File: config.mk
export PLATFORM = sky130hd
export DESIGN_NAME = luac_cmp
export DESIGN_NICKNAME = d
export VERILOG_FILES = /design/src/rtl/learning_user_address_classifier_defines.svh /design/src/rtl/luac_pkg.sv /design/src/rtl/luac_cmp.sv
export SDC_FILE = /design/constraint.sdc
export NUM_CORES = 1
export LEC_CHECK = 0
export BUFFER_PORTS_ARGS = -buffer_cell sky130_fd_sc_hd__buf_2
export CORE_MARGIN = 2
export CORE_UTILIZATION = 25
export DETAILED_ROUTE_END_ITERATION = 6
export PLACE_DENSITY = 0.88
export SYNTH_ARGS = -nofsm -noshare
export SYNTH_HDL_FRONTEND = slang
export SYNTH_SLANG_ARGS = --single-unit
File: constraint.sdc
create_clock -name vclk -period 1.1
set_clock_uncertainty 0.15 [all_clocks]
set_input_delay 0.165 -clock vclk [all_inputs]
set_output_delay 0.165 -clock vclk [all_outputs]
set_load 0.01 [all_outputs]
File: src/rtl/learning_user_address_classifier_defines.svh
// Assertion macros for the address classifier.
`ifndef LEARNING_USER_ADDRESS_CLASSIFIER_DEFINES_SVH
`define LEARNING_USER_ADDRESS_CLASSIFIER_DEFINES_SVH
`ifndef NO_ASSERTIONS
`define LUAC_ASSERT_IMP(lbl, clk, rst_n, a, b) \
    lbl: assert property (@(posedge clk) disable iff (!rst_n) (a) |-> (b)) \
        else $error("luac assertion failed");
`define LUAC_ASSERT_NXT(lbl, clk, rst_n, a, b) \
    lbl: assert property (@(posedge clk) disable iff (!rst_n) (a) |=> (b)) \
        else $error("luac assertion failed");
`else
`define LUAC_ASSERT_IMP(lbl, clk, rst_n, a, b)
`define LUAC_ASSERT_NXT(lbl, clk, rst_n, a, b)
`endif
`endif

File: src/rtl/luac_pkg.sv
package luac_pkg;

    localparam int MAC_W            = 48;
    localparam int IP_W             = 32;
    localparam int ISP_REGS         = 5;
    localparam int USER_ENTRIES_DEF = 64;

    localparam logic [MAC_W-1:0] ISP_MAC_RST [ISP_REGS] = '{
        48'h0023_05e4_d142, 48'h0023_05e4_d143, 48'h0023_05e4_d144,
        48'h001b_2ba3_c1c6, 48'h001b_2ba3_c1c7
    };
    localparam logic [ISP_REGS-1:0] ISP_EN_RST = 5'b11111;

    // register indexes on the configuration port
    localparam logic [2:0] REG_ISP_A   = 3'd0;
    localparam logic [2:0] REG_ISP_E   = 3'd4;
    localparam logic [2:0] REG_EN_MASK = 3'd5;

    localparam logic CMD_UPLOAD   = 1'b0;
    localparam logic CMD_DOWNLOAD = 1'b1;

    typedef struct packed {
        logic mac_eq;
        logic ip_eq;
    } t_cmp_res;

    typedef struct packed {
        logic rd_en;
        logic wr_mac;
        logic wr_ip;
    } t_tbl_ctl;

endpackage

File: src/rtl/luac_cmp.sv
module luac_cmp (
    input  logic [luac_pkg::MAC_W-1:0] i_mac_a,
    input  logic [luac_pkg::MAC_W-1:0] i_mac_b,
    input  logic [luac_pkg::IP_W-1:0]  i_ip_a,
    input  logic [luac_pkg::IP_W-1:0]  i_ip_b,
    output luac_pkg::t_cmp_res         o_res
);
    import luac_pkg::*;

    assign o_res.mac_eq = (i_mac_a == i_mac_b);
    assign o_res.ip_eq  = (i_ip_a == i_ip_b);

endmodule

==> reports/results.ini <==
[setup_path]
cpPeakStageDelay_ps = 310
cpMostUsedCell = buf_2
cp_cell_sequence = buf_2, xor2_1, nor4_1, buf_4, nand4_1, nor3_2, buf_2
setup.worst_path.class = in2out
worst_ep_arrival_time_ps = 1230
crit_path_max_fanout = 1
worst_setup_path_end_kind = output pin
cp-start-kind = input pin
worst_ep_required_time_ps = 780
cp_slowest_cell = nor4_1

[power]
p_leak_nw = 1.02
powerDensity_nw_per_um2 = 334
ir_worst_vdd_uv = 160

[timing]
tightest_slew_ps = 287
slew_violations = 0
fmax_ghz = 0.647
final-setup-viol-count = 2
rsz0062_at_grt = true
hold_viol = 0
relSlewSlack_pct = 80.7
period_share_pct = 141
fin_crit_ps = 1550
fin_ws_ps = -446

[place]
pre_cts_slack_ps = -599
dp_hpwl_um = 3340
port_buffers = 162
dp.cells = 317
gp_congestion = 0.713

[outcome]
status = complete, but fails checks
violations = negative setup slack

[cells_and_area]
synthToLayoutAreaGrowth_pct = 113
diodes = 0
seq_area_um2 = 0
most-common-layout-cells = buf_2, xor2_1, nor4_1
multiInputGateArea_um2 = 937
drive_gt1_share_pct = 64.9
num-fill-cells = 347
nets = 433
final_cells = 317
design.seq.count = 0
final_common_cell = buf_2
nClkBuffers = 0

[clock_network]
cts_setup_buffers = 0

[grt]
grt_start_max_net_pins = 2
grtUsageTotal_pct = 16.0
antenna_found_initial = 0
grt_pass1_vias = 1459
grt-ovfl-total = 0
grt_pass1_wl_um = 5330

[yosys]
synth.cell_area_um2 = 871
syn_avg_cell_area_um2 = 8.14
synth_cells = 107
yosysWarnings = 0
synth.distinct_cells = 5
synth_seq_area_share_pct = 0
syn-num-nets = 267

[hold_path]
hp-class = in2out

[floorplan]
start_util_pct = 26.1
die-area_um2 = 3970
ios = 162
die_h_um = 63.0
fp.dieW_um = 63.0
core_um2 = 3340
row_count = 21

[routing]
num_vias = 1392
ant_nets = 0
routed_wl_um = 3680
wl_per_cell_um = 11.6
via_per_inst = 4.39
drt_iter0_drc = 20
dr.pass1.iters = 2
drc = 0

[job]
max_cap_viol_count = 0

-- through the flow --
step | instance area (um^2) | utilization (%) | TNS (ps) | hold slack [ps] | power [mW]
after floorplan | 873 | - | -216 | 456 | 0.206
after global placement | 1760 | 52.6 | -1010 | 689 | 0.550
after detailed placement | 1760 | 52.6 | -1020 | 702 | 0.570
after CTS | 1800 | 54.0 | -851 | 710 | 0.592
after global routing | 1860 | 55.7 | -968 | 735 | 0.676
final | 1860 | 55.7 | -781 | 708 | 0.620
-- path summary, 6_finish.rpt --
check	start	cells after the start	end	slack [ps]
max	i_mac_a[9]	7	o_res[1]	-450
min	i_ip_a[10]	6	o_res[0]	710
-- final cells by class --
cell class	count	area share, %
tap	46	3.10
multi-input combinational	107	50.4
timing repair buffer	164	46.5
-- what timing repair did --
item / CTS / global route
hold buffers: 0 / 0
gates cloned: 0 / 0
pin swaps: 9 / 4
gates resized for setup: 7 / 9
hold endpoints to repair: 0 / 0
endpoints found under the setup margin: 2 / 2
-- Yosys cell counts --
| library cell | n | share of area, % |
|---|---|---|
| nor2_1 | 1 | 0.43 |
| nor4_1 | 20 | 14 |
| nor3_2 | 1 | 1.1 |
| xor2_1 | 80 | 80 |
| nand4_1 | 5 | 3.6 |
-- kinds of logic (layout without fill, tap and decap cells) --
logic type | count (synthesis) | in the layout | synth area share, %
buffers and inverters | 0 | 164 | 0
XOR/XNOR | 80 | 80 | 80.5
AND/OR/NAND/NOR | 27 | 27 | 19.5
-- where the power goes --
part,switching [mW],internal [mW]
Sequential,0,0
Combinational,0.260,0.360
Clock,0,0
-- worst max-delay path, delay by kind of cell --
| kind | cells | cell delay [ps] |
|---|---|---|
| XOR/XNOR | 1 | 140 |
| AND/OR/NAND/NOR | 3 | 500 |
| buffers and inverters | 3 | 430 |
-- routing by layer --
layer  GRT usage (%)  vias to the layer above  wire length, um
met5               0                        -                0
met4            2.50                        0               15
met3            3.78                        2              416
met2            36.0                       91             2170
met1            13.5                      600             1080
li1                -                      699                -
Note: power is estimated with default switching activity, not from simulation.
